==> src/rtl/tbpol_ram.sv <==
`default_nettype none

module tbpol_ram #(
   parameter int WIDTH = 8,
   parameter int DEPTH = 256
) (
   input  wire logic                     clock,
   input  wire logic                     wr_en,
   input  wire logic [$clog2(DEPTH)-1:0] wr_addr,
   input  wire logic [WIDTH-1:0]         wr_data,
   input  wire logic [$clog2(DEPTH)-1:0] rd_addr,
   output logic      [WIDTH-1:0]         rd_data
);

   logic [WIDTH-1:0] mem [DEPTH];
   logic [WIDTH-1:0] rd_data_ff;

   always_ff @(posedge clock) begin
      if (wr_en) begin
         mem[wr_addr] <= wr_data;
      end
      rd_data_ff <= mem[rd_addr];
   end

   assign rd_data = rd_data_ff;

endmodule

`default_nettype wire

==> config.mk <==
export PLATFORM = sky130hd
export DESIGN_NAME = tbpol_ram
export DESIGN_NICKNAME = d
export VERILOG_FILES = /design/src/rtl/tbpol_ram.sv
export SDC_FILE = /design/constraint.sdc
export NUM_CORES = 2
export LEC_CHECK = 0
export BUFFER_PORTS_ARGS = -buffer_cell sky130_fd_sc_hd__buf_2
export CORE_MARGIN = 1.5
export CORE_UTILIZATION = 38
export CTS_CLUSTER_SIZE = 30
export DETAILED_ROUTE_END_ITERATION = 8
export MAX_ROUTING_LAYER = met4
export SLEW_MARGIN = 25
export SYNTH_ARGS = -nofsm -noshare
export SYNTH_HDL_FRONTEND = slang
export SYNTH_SLANG_ARGS = --single-unit
==> constraint.sdc <==
create_clock -name clock -period 2.9 [get_ports clock]
set_input_delay 0.87 -clock clock [delete_from_list [all_inputs] [get_ports clock]]
set_output_delay 0.87 -clock clock [all_outputs]
set_load 0.05 [all_outputs]
==> flow_metrics.py <==
metrics = {
    "power": {
        "peakVddDrop_uv": 470,
        "power_mw": 62.7,
        "power_density_nw_per_um2": 658,
        "leakage_nw": 30.8,
    },
    "route": {
        "drt_iter0_drc": 5005,
        "drc_errors": 0,
        "routedWlPerCell_um": 27.9,
        "via_per_inst": 5.54,
        "drtAntennaViolNets": 0,
        "firstDrtPassIters": 6,
        "vias": 41119,
        "drt-total-wl_mm": 207,
    },
    "run_status": {
        "status": "complete, no violations",
    },
    "synth": {
        "yosysTopAreaCell": "edfxtp_1",
        "yosys-top-cells-area": "edfxtp_1 (77%), mux4_2 (13%), mux2i_1 (1.7%)",
        "synth.distinct_cells": 55,
        "synthArstFlopShare": 0,
        "syn_inst": 3733,
        "yosysSeqAreaShare": 0.775,
        "synth.yosys.warnings": 0,
        "syn_nets": 3759,
        "avgSynthCellArea_um2": 21.3,
        "synth-edff-count": 2048,
        "syn_area_um2": 79600,
        "synth-seq-cells": 2056,
        "synthFlopType": "edfxtp_1",
        "netlist.area_leader.share": 0.773,
    },
    "critical_path": {
        "worstPathCellList": "buf_8, buf_6, buf_12, mux4_2, o211ai_1, nand3_1, nor4_1, buf_4, nor4_1",
        "rr_endpoint": "rd_data[6]",
        "critical_path_class": "primary input to register",
        "required_ns": 3.60,
        "reg2regPathDepth": 7,
        "worstSetupStartpointType": "primary input",
        "crit_top_cell": "nor4_1",
        "path_delay_family": "buffers and inverters",
        "cp_max_fo": 24,
        "cpMaxStageDelayCell": "mux4_2",
        "cpPeakStageDelay_ns": 0.60,
        "crit_cells": 9,
        "r2r-start": "mem[83][6]",
        "end_kind": "register",
        "path_buf_inv": 4,
        "critPathArrivalTime_ns": 3.59,
        "r2r_slack_ns": 0.43,
    },
    "placed_design": {
        "hpwl_mm": 138,
        "dp_slack_ns": -1.15,
        "gp_congestion": 0.893,
        "place_area_um2": 88400,
        "dp.cells": 7041,
        "port_buffers": 33,
    },
    "sta": {
        "fin_ws_ns": 0.0118,
        "period_needed_ns": 2.89,
        "hold_viol": 0,
        "rsz0062_at_grt": "no",
        "worstMarginPinSlew_ns": 0.780,
        "period_share": 0.996,
        "final.setup_skew_ns": 0.0504,
        "final-setup-viol-count": 0,
        "finalMaxSlewViolations": 0,
        "slew_headroom": 0.480,
        "fmax_ghz": 0.346,
    },
    "clock_tree": {
        "clock_path_buffers": 3,
        "cts_tree": "built",
        "clkLatencyLatePin_ns": 0.86,
        "cts.sinks": 2056,
        "root_buffer": "clkbuf_16",
        "cts_buffers": 204,
        "h-tree-depth": 4,
        "path_clk_slew_ns": 0.06,
        "post_cts_buffers": 0,
    },
    "min_path": {
        "hold_class": "primary input to register",
        "holdPathEnd": "mem[9][7]",
        "whs_path_depth": 1,
        "min_from": "wr_data[7]",
    },
    "global_routing": {
        "overflow": 0,
        "first_global_vias": 40955,
        "antenna_found_initial": 8,
        "grt_pass1_wl_mm": 297,
        "grt_max_degree": 87,
        "track_usage": 0.201,
    },
    "finish": {
        "finalInstanceArea_um2": 95300,
        "syn_to_final_growth_pct": 19.8,
        "final_common_cell": "edfxtp_1",
        "fin_cells": 7421,
        "final_cell_mix": "edfxtp_1 (2048), buf_4 (634), mux4_2 (454)",
        "fin_nets": 4485,
        "post-route-util": 0.459,
        "drive_above_1_share": 0.330,
    },
    "floorplan": {
        "die_width_um": 461,
        "die_height_um": 461,
        "start_util": 0.383,
        "dieArea_um2": 212000,
        "io-pin-count": 34,
        "rows": 167,
        "coreArea_um2": 207000,
    },
    "job": {
        "max-cap-violations": 0,
    },
}
[flip-flops by register name, summed over array words and instances (netlist names)]
name,count
mem,2048
rd_data,8
[cell usage after synthesis (28+ instances only)]
cell         n
edfxtp_1  2048
nor2b_1     31
a22oi_1    133
nor2_1     282
o22ai_1     28
o221ai_1    46
mux2i_1    134
mux4_2     454
a21oi_1     96
nand2_1     33
buf_2       31
clkbuf_1   111
nand3_1     34
[cell type report]
type | instances | area [um^2]
fill | 17201 | 112000
sequential | 2056 | 61700
multi-input combinational | 1442 | 16600
timing repair buffer | 753 | 6760
clock buffer | 253 | 5340
tap | 2788 | 3490
clock inverter | 124 | 1420
inverter | 2 | 7.51
antenna | 3 | 7.51
[worst max path at each step]
stage / start / endpoint / slack, ns
2_1_floorplan: rd_addr[0] / rd_data[2] / 0.09
3_3_place_gp: rd_addr[0] / rd_data[3] / -1.55
3_5_place_dp: rd_addr[0] / rd_data[5] / -1.15
4_1_cts: rd_addr[0] / rd_data[3] / 0.03
5_1_grt: rd_addr[0] / rd_data[1] / 0.003
6_report: rd_addr[0] / rd_data[7] / 0.01
[timing repair]
action / 4_1_cts / 5_1_grt
endpoints found under the hold margin: 0 / 0
hold buffers: 0 / 0
gates cloned: 0 / 0
endpoints found under the setup margin: 5 / 6
gates resized for setup: 10 / 9
pin swaps: 0 / 1
[through the flow]
stage	TNS [ns]	hold WS (ns)
3_3_place_gp	-8.43	1.07
3_5_place_dp	-7.69	1.10
5_1_grt	0	0.361
2_1_floorplan	0	0.770
6_report	0	0.397
4_1_cts	0	0.339
[cells by family after synthesis]
logic type / Yosys count / share of synthesized area
AOI/OAI and AO/OA: 385 / 0.0342
buffers and inverters: 235 / 0.0183
DFF: 2056 / 0.775
muxes: 591 / 0.146
and+or+nand+nor: 466 / 0.0263
[worst register-to-register path, stage by stage (launching register included)]
cell and delay, ns:
edfxtp_1 0.36, mux4_2 0.50, a22o_1 0.32, a221oi_2 0.34
o32ai_2 0.15, nor3_1 0.40, buf_4 0.24, nor4_2 0.05
[per-layer routing]
layer	track usage	vias up	routed length [um]
met5	-	-	0
met3	0.0349	290	16200
li1	-	17154	-
met2	0.309	1718	99000
met1	0.280	21957	87100
met4	0.0487	0	4880
[report_power, final]
| group | total [mW] | switching, mW | internal, mW |
|---|---|---|---|
| logic | 3.57 | 2.16 | 1.40 |
| registers | 32.8 | 0.0492 | 32.8 |
| clock network | 26.4 | 11.3 | 15.1 |
| total | 62.7 | 13.5 | 49.3 |
No activity file was read; power rests on OpenSTA's default activity.
