**src/rtl/tbpol_pkg.sv**
```systemverilog
`default_nettype none

package tbpol_pkg;

   localparam int FUNC_W     = 2;
   localparam int SRC_W      = 32;
   localparam int TIME_W     = 48;
   localparam int RATE_W     = 20;
   localparam int TOKEN_W    = 16;
   localparam int VIOL_W     = 8;
   localparam int CSR_IDX_W  = 2;
   localparam int CSR_DATA_W = 20;

   localparam int TABLE_ENTRIES_DEF = 256;

   // stages in the refill arithmetic, table read to update
   localparam int REFILL_LAT = 5;

   localparam logic [FUNC_W-1:0] FUNC_ADMIT    = 2'd0;
   localparam logic [FUNC_W-1:0] FUNC_QUERY    = 2'd1;
   localparam logic [FUNC_W-1:0] FUNC_UNBLOCK  = 2'd2;
   localparam logic [FUNC_W-1:0] FUNC_RESERVED = 2'd3;

   localparam logic [CSR_IDX_W-1:0] CSR_RATE   = 2'd0;
   localparam logic [CSR_IDX_W-1:0] CSR_BURST  = 2'd1;
   localparam logic [CSR_IDX_W-1:0] CSR_THRESH = 2'd2;

   localparam logic [RATE_W-1:0]  RATE_RESET   = 20'd100;
   localparam logic [TOKEN_W-1:0] BURST_RESET  = 16'd20;
   localparam logic [VIOL_W-1:0]  THRESH_RESET = 8'd10;

   typedef struct packed {
      logic               valid;
      logic [SRC_W-1:0]   source;
      logic [TOKEN_W-1:0] tokens;
      logic [VIOL_W-1:0]  violations;
      logic               blocked;
      logic [TIME_W-1:0]  last_refill;
   } entry_type;

endpackage

`default_nettype wire

```
**src/rtl/tbpol_index.sv**
```systemverilog
`default_nettype none

// source_addr mod TABLE_ENTRIES in two stages: reciprocal estimate, then
// one back-multiply and a single correction step
module tbpol_index #(
   parameter int TABLE_ENTRIES = tbpol_pkg::TABLE_ENTRIES_DEF
) (
   input  wire logic                                 clock,
   input  wire logic                                 advance,
   input  wire logic [tbpol_pkg::SRC_W-1:0]          src,
   output logic      [$clog2(TABLE_ENTRIES)-1:0]     idx
);

   localparam int IDX_W   = $clog2(TABLE_ENTRIES);
   localparam int SRC_W   = tbpol_pkg::SRC_W;
   localparam int SHIFT   = SRC_W + IDX_W;
   localparam logic [63:0] RECIP_64 = (64'd1 << SHIFT) / 64'(TABLE_ENTRIES);
   localparam int RECIP_W = SRC_W + 1;
   localparam logic [RECIP_W-1:0] RECIP_C = RECIP_W'(RECIP_64);
   localparam int PROD_W  = SRC_W + RECIP_W;
   localparam logic [SRC_W-1:0] DEPTH_C = SRC_W'(TABLE_ENTRIES);

   logic [SRC_W-1:0]  src_a_ff;
   logic [PROD_W-1:0] prod_a_ff;
   logic [PROD_W-1:0] prod_a_in;
   logic [IDX_W-1:0]  idx_ff;
   logic [IDX_W-1:0]  idx_in;
   logic [SRC_W-1:0]  q_est;
   logic [SRC_W-1:0]  rem;
   logic [SRC_W-1:0]  rem_fix;

   // estimate is the true quotient or one below it
   assign prod_a_in = PROD_W'(src) * PROD_W'(RECIP_C);
   assign q_est     = SRC_W'(prod_a_ff >> SHIFT);
   assign rem       = src_a_ff - SRC_W'(q_est * DEPTH_C);
   assign rem_fix   = (rem >= DEPTH_C) ? rem - DEPTH_C : rem;
   assign idx_in    = rem_fix[IDX_W-1:0];

   always_ff @(posedge clock) begin
      if (advance) begin
         src_a_ff  <= src;
         prod_a_ff <= prod_a_in;
         idx_ff    <= idx_in;
      end
   end

   assign idx = idx_ff;

endmodule

`default_nettype wire

```
**config.mk**
```make
export PLATFORM = sky130hd
export DESIGN_NAME = tbpol_index
export DESIGN_NICKNAME = d
export VERILOG_FILES = /design/src/rtl/tbpol_pkg.sv /design/src/rtl/tbpol_index.sv
export SDC_FILE = /design/constraint.sdc
export NUM_CORES = 1
export LEC_CHECK = 0
export ABC_CLOCK_PERIOD_IN_PS = 2100
export BUFFER_PORTS_ARGS = -buffer_cell sky130_fd_sc_hd__buf_2
export CAP_MARGIN = 20
export CORE_AREA = 8 8 45 47
export CTS_BUF_LIST = sky130_fd_sc_hd__clkbuf_4
export DETAILED_ROUTE_END_ITERATION = 10
export DIE_AREA = 0 0 53 55
export HOLD_SLACK_MARGIN = 0.03
export PLACE_DENSITY = 0.86
export SYNTH_ARGS = -nofsm -noshare
export SYNTH_HDL_FRONTEND = slang
export SYNTH_SLANG_ARGS = --single-unit
```
**constraint.sdc**
```tcl
create_clock -name clock -period 2.1 [get_ports clock]
set_clock_uncertainty 0.15 [all_clocks]
set_input_delay 0 -clock clock [delete_from_list [all_inputs] [get_ports clock]]
set_output_delay 0 -clock clock [all_outputs]
set_load 0.05 [all_outputs]
```
==> flow_summary.ini <==
[outcome]
status = finished clean

[cells_and_area]
num_antenna_cells = 0
final_nets = 81
area_growth_from_synthesis_to_final_layout_pct = 45.3
multiInputGateArea_sq_um = 0
drive_above_1_share_pct = 44.4
multi_input_comb_cells = 0

[worst_setup_path]
timing.critical_path.cells = dlygate4sd3_1, buf_2
r2r_setup_slack_ns = 1.32
worst_path_largest_cell_delay_ns = 0.52
critical_path.top_delay_family = buffers and inverters
timing.reg2reg.worst_path_depth = 0
end_kind = register
startpoint_type = input pin
r2r_start = prod_a_ff[39]
timing.rr.end = idx[7]
worst-path-max-fanout = 16
worst-setup-path-type = input pin to register
critical_path_arrival_ns = 0.81
timing.critical_path.required_ns = 1.89
critical_path_buf_inv_count = 2
cpMaxStageDelayCell = dlygate4sd3_1

[clocking]
tritoncts = done
cts.sinks = 16
postCtsSetupBuffers = 0
clockRootBuffer = clkbuf_4
clock_insertion_delay_at_the_later_pin_of_the_skew_report_ns = 0.27
cts_made_buffers = 3
clockBufferDepth = 2
h-tree-depth = 1
cts.clk_slew.worst_paths_ns = 0.07

[die]
dieWidth_um = 53
placementRows = 14
start_util_pct = 34.7
core_area_sq_mm = 0.00138
floorplan.die_area_sq_mm = 0.00292
top_level_ports = 42
die_outline_height_um = 55

[routing]
drtPass1Iterations = 1
wl_per_cell_um = 11.4
drtIter0Drc = 0
remaining_drc_errors = 0
vias = 245
via_density_per_instance = 4.02
antenna_left = 0
wirelength_um = 694

[synthesis]
syn_inst = 16
syn_std_cell_area_sq_um = 480
flop_and_latch_count_out_of_synthesis = 16
synthesis.nets = 50
synthDistinctLibCells = 1
synth_sequential_area_ratio_pct = 100
ys.warnings.count = 0
synth_area_per_cell_sq_um = 30.0

[timing]
final.period_utilization_pct = 48.5
worst_slew_pin_slew_ns = 0.310
timing.setup.tns_ns = 0
clock.fmax_ghz = 0.981
max_slew_margin_pct = 79.3
final_hold_viol_count = 0
setup_viol_count_final = 0
setup_repair_after_global_routing_missed_its_margin = false
post-route-worst-setup-slack_ns = 1.08
finalMaxSlewViolations = 0
period_minus_slack_ns = 1.02

[global_routing]
pin_count_of_the_biggest_net_entering_global_routing = 17
gr_ovfl_total = 0
grt_pass1_wl_um = 1100
grt_antenna_before_repair = 0
grt_pass1_vias = 268
grt_usage_pct = 5.45

[power]
cellPowerDensity_mw_per_mm2 = 854
leakagePower_nw = 0.275
power.ir.vdd_worst_v = 0.000430

[place]
preCtsSetupSlack_ns = 1.32
port_buffers = 17
place_congestion = 0.657

[worst_hold_path]
holdCritPathClass = register to register
min_from = prod_a_ff[37]
hold_path_depth = 0
whs_endpoint = idx[5]

[run]
max_cap_violations = 0
[layer usage]
layer | vias to the layer above | global-route usage [%] | part of all wire [%]
met5 | - | 0 | 0
met4 | 0 | 3.88 | 0
met3 | 0 | 4.81 | 21
met2 | 18 | 9.57 | 48
met1 | 104 | 3.52 | 31
li1 | 123 | - | -
[cell usage after synthesis]
cell type  number  area share (%)
edfxtp_1       16             100
[how the worst max path moves through the flow]
stage          startpoint  slack, ns  endpoint  cells after the start
6_report          advance       1.08    idx[5]                      2
5_1_grt           advance       1.03    idx[3]                      2
4_1_cts            idx[0]       1.08    idx[0]                      1
3_5_place_dp      advance       1.32    idx[0]                      1
3_3_place_gp      advance       1.34    idx[0]                      1
2_1_floorplan      idx[0]       1.35    idx[0]                      0
[final cells by class]
class / instances / area, sq um
fill: 115 / 686
sequential: 16 / 480
timing repair buffer: 26 / 175
clock buffer: 3 / 22.5
tap: 16 / 20.0
[flip-flops by register name (all words and copies together), names as in the netlist]
signal / count
idx: 8
prod_a_ff: 8
[layout by cell type (no fill, tap or decap)]
cell type and n:
buf_2 17, edfxtp_1 16, clkbuf_4 3, dlygate4sd3_1 9
[logic make-up after synthesis]
group / Yosys count / synth area share (%)
flops: 16 / 100
[power breakdown]
part	switching, mW	leakage, nW	internal (mW)
clock	0.0755	0.0138	0.0662
sequential	0.00452	0.157	0.378
combinational	0.0487	0.104	0.0233
total	0.129	0.275	0.468
[repair_timing]
action / CTS / global route
hold endpoints to repair: 24 / 0
hold buffers: 9 / 0
resized for setup: 0 / 0
[metrics by stage]
step	hold slack [ns]	power [mW]	std cells	cell area, sq um	utilization, %
global placement	0.0276	0.449	49	586	42.3
CTS	0.273	0.604	61	698	50.5
detailed placement	0.0281	0.450	49	586	42.3
floorplan	-0.0511	0.427	16	480	-
global route	0.277	0.624	61	698	50.5
finish	0.270	0.596	61	698	50.5
Note: power is estimated with default switching activity, not from simulation.
