## src/rtl/tbpol_pkg.sv

```systemverilog
`default_nettype none

package tbpol_pkg;

   localparam int FUNC_W     = 2;
   localparam int SRC_W      = 32;
   localparam int TIME_W     = 48;
   localparam int RATE_W     = 20;
   localparam int TOKEN_W    = 16;
   localparam int VIOL_W     = 8;
   localparam int CSR_IDX_W  = 2;
   localparam int CSR_DATA_W = 20;

   localparam int TABLE_ENTRIES_DEF = 256;

   // stages in the refill arithmetic, table read to update
   localparam int REFILL_LAT = 5;

   localparam logic [FUNC_W-1:0] FUNC_ADMIT    = 2'd0;
   localparam logic [FUNC_W-1:0] FUNC_QUERY    = 2'd1;
   localparam logic [FUNC_W-1:0] FUNC_UNBLOCK  = 2'd2;
   localparam logic [FUNC_W-1:0] FUNC_RESERVED = 2'd3;

   localparam logic [CSR_IDX_W-1:0] CSR_RATE   = 2'd0;
   localparam logic [CSR_IDX_W-1:0] CSR_BURST  = 2'd1;
   localparam logic [CSR_IDX_W-1:0] CSR_THRESH = 2'd2;

   localparam logic [RATE_W-1:0]  RATE_RESET   = 20'd100;
   localparam logic [TOKEN_W-1:0] BURST_RESET  = 16'd20;
   localparam logic [VIOL_W-1:0]  THRESH_RESET = 8'd10;

   typedef struct packed {
      logic               valid;
      logic [SRC_W-1:0]   source;
      logic [TOKEN_W-1:0] tokens;
      logic [VIOL_W-1:0]  violations;
      logic               blocked;
      logic [TIME_W-1:0]  last_refill;
   } entry_type;

endpackage

`default_nettype wire

```

## src/rtl/tbpol_refill.sv

```systemverilog
`default_nettype none

// floor(elapsed_us * rate / 1e6), saturated to the token width
module tbpol_refill (
   input  wire logic                              clock,
   input  wire logic [tbpol_pkg::TIME_W-1:0]      now,
   input  wire logic [tbpol_pkg::TIME_W-1:0]      last,
   input  wire logic [tbpol_pkg::RATE_W-1:0]      rate,
   output logic      [tbpol_pkg::TOKEN_W-1:0]     add
);

   localparam int TIME_W  = tbpol_pkg::TIME_W;
   localparam int RATE_W  = tbpol_pkg::RATE_W;
   localparam int TOKEN_W = tbpol_pkg::TOKEN_W;
   // 2^37 us fills any bucket at rate >= 1, so elapsed clamps there
   localparam int E_W     = 37;
   localparam int LO_W    = 20;
   localparam int HI_W    = E_W - LO_W;
   localparam int PH_W    = HI_W + RATE_W;
   localparam int PL_W    = LO_W + RATE_W;
   localparam int P_W     = E_W + RATE_W;
   // at or above this product the bucket gets a full token word
   localparam logic [P_W-1:0] P_SAT = P_W'(64'd65535000000);
   // 1e6 = 64 * 15625
   localparam int X_SHIFT = 6;
   localparam int X_W     = 30;
   localparam int DIV_W   = 15;
   localparam logic [DIV_W-1:0] DIV_C = 15'd15625;
   localparam int RCP_W   = 19;
   localparam int RCP_SH  = 32;
   localparam logic [RCP_W-1:0] RECIP_C = 19'd274877; // floor(2^32 / 15625)
   localparam int T_W     = X_W + RCP_W;

   logic [TIME_W-1:0]  elapsed;
   logic [E_W-1:0]     e_ff;
   logic [E_W-1:0]     e_in;
   logic [PH_W-1:0]    ph_ff;
   logic [PH_W-1:0]    ph_in;
   logic [PL_W-1:0]    pl_ff;
   logic [PL_W-1:0]    pl_in;
   logic [P_W-1:0]     p_sum;
   logic [X_W-1:0]     x3_ff;
   logic [X_W-1:0]     x3_in;
   logic               sat3_ff;
   logic               sat3_in;
   logic [T_W-1:0]     t_prod;
   logic [TOKEN_W-1:0] q4_ff;
   logic [TOKEN_W-1:0] q4_in;
   logic [X_W-1:0]     x4_ff;
   logic               sat4_ff;
   logic [X_W-1:0]     rem;
   logic [TOKEN_W-1:0] add_ff;
   logic [TOKEN_W-1:0] add_in;

   // time going backwards counts as no time
   assign elapsed = (now >= last) ? now - last : '0;
   assign e_in    = (|elapsed[TIME_W-1:E_W]) ? '1 : elapsed[E_W-1:0];

   assign ph_in = PH_W'(e_ff[E_W-1:LO_W]) * PH_W'(rate);
   assign pl_in = PL_W'(e_ff[LO_W-1:0]) * PL_W'(rate);

   assign p_sum   = (P_W'(ph_ff) << LO_W) + P_W'(pl_ff);
   assign sat3_in = (p_sum >= P_SAT);
   assign x3_in   = p_sum[X_SHIFT +: X_W];

   // quotient estimate, at most one short
   assign t_prod = T_W'(x3_ff) * T_W'(RECIP_C);
   assign q4_in  = t_prod[RCP_SH +: TOKEN_W];

   assign rem    = x4_ff - X_W'(X_W'(q4_ff) * X_W'(DIV_C));
   assign add_in = sat4_ff ? '1 : q4_ff + TOKEN_W'(rem >= X_W'(DIV_C));

   always_ff @(posedge clock) begin
      e_ff    <= e_in;
      ph_ff   <= ph_in;
      pl_ff   <= pl_in;
      x3_ff   <= x3_in;
      sat3_ff <= sat3_in;
      q4_ff   <= q4_in;
      x4_ff   <= x3_ff;
      sat4_ff <= sat3_ff;
      add_ff  <= add_in;
   end

   assign add = add_ff;

endmodule

`default_nettype wire

```

## config.mk

```make
export PLATFORM = sky130hd
export DESIGN_NAME = tbpol_refill
export DESIGN_NICKNAME = d
export VERILOG_FILES = /design/src/rtl/tbpol_pkg.sv /design/src/rtl/tbpol_refill.sv
export SDC_FILE = /design/constraint.sdc
export NUM_CORES = 2
export LEC_CHECK = 0
export BUFFER_PORTS_ARGS = -buffer_cell sky130_fd_sc_hd__buf_4
export CORE_MARGIN = 2
export CORE_UTILIZATION = 30
export CTS_CLUSTER_DIAMETER = 50
export CTS_CLUSTER_SIZE = 24
export DETAILED_ROUTE_END_ITERATION = 16
export MAX_ROUTING_LAYER = met4
export PLACE_DENSITY = 0.53
export SYNTH_ARGS = -nofsm -noshare
export SYNTH_HDL_FRONTEND = slang
export SYNTH_SLANG_ARGS = --single-unit
```

## constraint.sdc

```tcl
create_clock -name clock -period 10 [get_ports clock]
set_input_delay 1.5 -clock clock [delete_from_list [all_inputs] [get_ports clock]]
set_output_delay 1.5 -clock clock [all_outputs]
set_load 0.02 [all_outputs]
```

==> run summary <==
CP Capture Type: flop
Post-CTS Setup Inserts: 0
max incr delay on CP: 570 ps
GR Util met1: 0.2020
Hold WC Path Type: flop to flop
most frequent CP cell: fa_1
share of the clock period used by the worst path: 0.8383
vias in the first global route: 36420
CP startpoint kind: flop
largest net degree at the start of global routing: 38
Post-synth EDFFs: 0
syn_area_per_cell: 9.010 um2
DIE WIDTH: 403.7 um
antenna cells: 0
Clock transition at path regs: 50 ps
synth unique cells: 95
full die area: 163000 um2
core area: 158600 um2
final WL: 118800 um
kind of critical path: flop to flop
final hold vios: 0
Synthesis Warnings: 0
routed len/inst: 16.03 um
final HPWL from detailed placement: 97390 um
worst slew pin tran: 1065 ps
first-pass GRT wire length: 194800 um
Mapped Nets: 6983
Root Driver: clkbuf_16
Worst Path Buf+Inv: 5
FFs w/ async S/R, synth: 0
RD Place Congestion: 0.8875
post-synthesis sequential area ratio: 0.08438
Initial Util: 0.3022
Port-buffer cells: 132
H-tree Lvls: 2
RSZ-0062 raised after global routing: false
First-pass DRT Iterations: 7
register bit total from synthesis: 202
Cells after Synth: 5319
crit path DAT: 8840 ps
Post-synth top flop: dfxtp_1
GR Overflow Total: 0
Setup TNS: 0 ps
Layout Nets: 6979
initial antenna violation count: 0
drt first-iter violations: 1578
CTS buffer count: 34
layout cells sized above 1: 0.05283
outcome: complete, no violations
leading cell types in the layout, fill and taps excluded: inv_1, fa_1, ha_1, nand2_1, and2_1
area grow syn2layout: 8.660%
antenna-violating nets left: 0
setup violators final: 0
M2 GR Usage: 0.2516
commonest non-fill, non-tap cell in the layout: inv_1
Max Buffers Root-to-Sink: 3
Clock Sinks: 202
final slew viol count: 0
synthesized cell area: 47920 um2
Final min period: 8383 ps
WP data required: 10460 ps
post_cts resized: 0
Worst-Skew Late Latency: 570 ps
Crit Path Max Fanout: 9
via count: 34470
max cap viols: 0
design area: 52070 um2
CP top delay family: adder cells
gr usage total: 0.1526
die height: 403.7 um
clk_skew: 28.91 ps
drt drc: 0
average vias per placed instance: 4.652
CTS tree: done
I/O Pins: 133
num rows: 146
hold buffers post-CTS: 0
Peak Freq: 0.1193 GHz
slowest CP cell: or4_1
relative slew slack: 0.2891
GR peak layer: met2
Post-DP Area: 50940 um2
GR Util met3: 0.01765
through the flow:
| stage | std cells | util | hold WS [ps] | setup WS, ps |
|---|---|---|---|---|
| after floorplan | 5319 | - | 309.6 | 2078 |
| after global placement | 7351 | 0.3213 | 321.0 | 1729 |
| after detailed placement | 7351 | 0.3213 | 317.1 | 1598 |
| after CTS | 7410 | 0.3284 | 291.5 | 1616 |
| after global routing | 7410 | 0.3284 | 327.0 | 1204 |
| final | 7410 | 0.3284 | 310.6 | 1617 |
metal layers:
metal / part of all wire / up-vias
li1: - / 16340
met1: 0.46 / 17270
met2: 0.48 / 718
met3: 0.041 / 142
met4: 0.020 / 0
met5: 0 / -
path summary, 6_finish.rpt:
path                        end  cells past startpoint              from  slack, ps
max          add[14]$_SDFF_PP1_                     28  q4_ff[3]$_DFF_P_       1620
min             sat4_ff$_DFF_P_                      0   sat3_ff$_DFF_P_        310
max reg2reg  add[14]$_SDFF_PP1_                     28  q4_ff[3]$_DFF_P_       1620
min reg2reg     sat4_ff$_DFF_P_                      0   sat3_ff$_DFF_P_        310
worst reg2reg max path: cells and delay by family, from the launching register on:
family / cells / cell delay (ps)
flip-flops: 1 / 520
adder cells (fa/ha/maj): 8 / 3870
XOR/XNOR: 2 / 220
buffers and inverters: 5 / 390
AO/OA/AOI/OAI: 6 / 1380
AND/OR/NAND/NOR: 7 / 1900
cell families (layout without fill, tap and decap cells):
family                   count (synthesis)  in the layout  synth area share
adder cells (fa/ha/maj)               1547           1547            0.5427
buffers and inverters                 1537           1556            0.1213
AND/OR/NAND/NOR                       1228           1228            0.1239
AO/OA/AOI/OAI                          619            619           0.09349
flip-flops                             202            202           0.08438
XOR/XNOR                               178            178           0.03253
multiplexers                             8              8          0.001671
flip-flops by register name (all words and copies together), names as in the netlist:
name and count:
x3_ff 30, sat4_ff 1, sat3_ff 1, add 16, q4_ff 16, x4_ff 30
ph_ff 37, pl_ff 34, e_ff 37
synthesized netlist by cell type (10+ instances only):
| cell | number | area [um2] |
|---|---|---|
| o211ai_1 | 11 | 82.58 |
| nand2_1 | 577 | 2166 |
| dfxtp_1 | 202 | 4044 |
| nand2b_1 | 35 | 219.0 |
| a31oi_1 | 24 | 150.1 |
| nor3_1 | 34 | 170.2 |
| nor4_1 | 11 | 68.82 |
| fa_1 | 886 | 17740 |
| ha_1 | 661 | 8270 |
| and2_1 | 265 | 1658 |
| clkbuf_1 | 182 | 683.2 |
| and3_1 | 35 | 219.0 |
| xnor2_1 | 122 | 1069 |
| or3_1 | 10 | 62.56 |
| a41oi_1 | 11 | 96.34 |
| nor2b_1 | 26 | 162.7 |
| inv_1 | 1338 | 5022 |
| a21o_1 | 87 | 653.1 |
| o21ai_0 | 91 | 455.4 |
| o21a_1 | 34 | 255.2 |
| a21oi_1 | 163 | 815.8 |
| nand3_1 | 48 | 240.2 |
| a211oi_1 | 24 | 180.2 |
| o21bai_1 | 29 | 217.7 |
| nor2_1 | 115 | 431.7 |
| nand4_1 | 31 | 193.9 |
| a41oi_2 | 31 | 504.2 |
| xor2_1 | 56 | 490.5 |
layout make-up:
cell class	instances	area, um2
Clock buffer	45	963.4
Fill cell	16670	106500
Inverter	1338	5022
Tap cell	2072	2592
Clock inverter	14	171.4
Multi-Input combinational cell	3580	38090
Sequential cell	202	4044
Timing Repair Buffer	159	1194
Power is left out: the tool's default activity adds up to more than one toggle a clock period on the data nets, which glitch-free logic cannot reach.
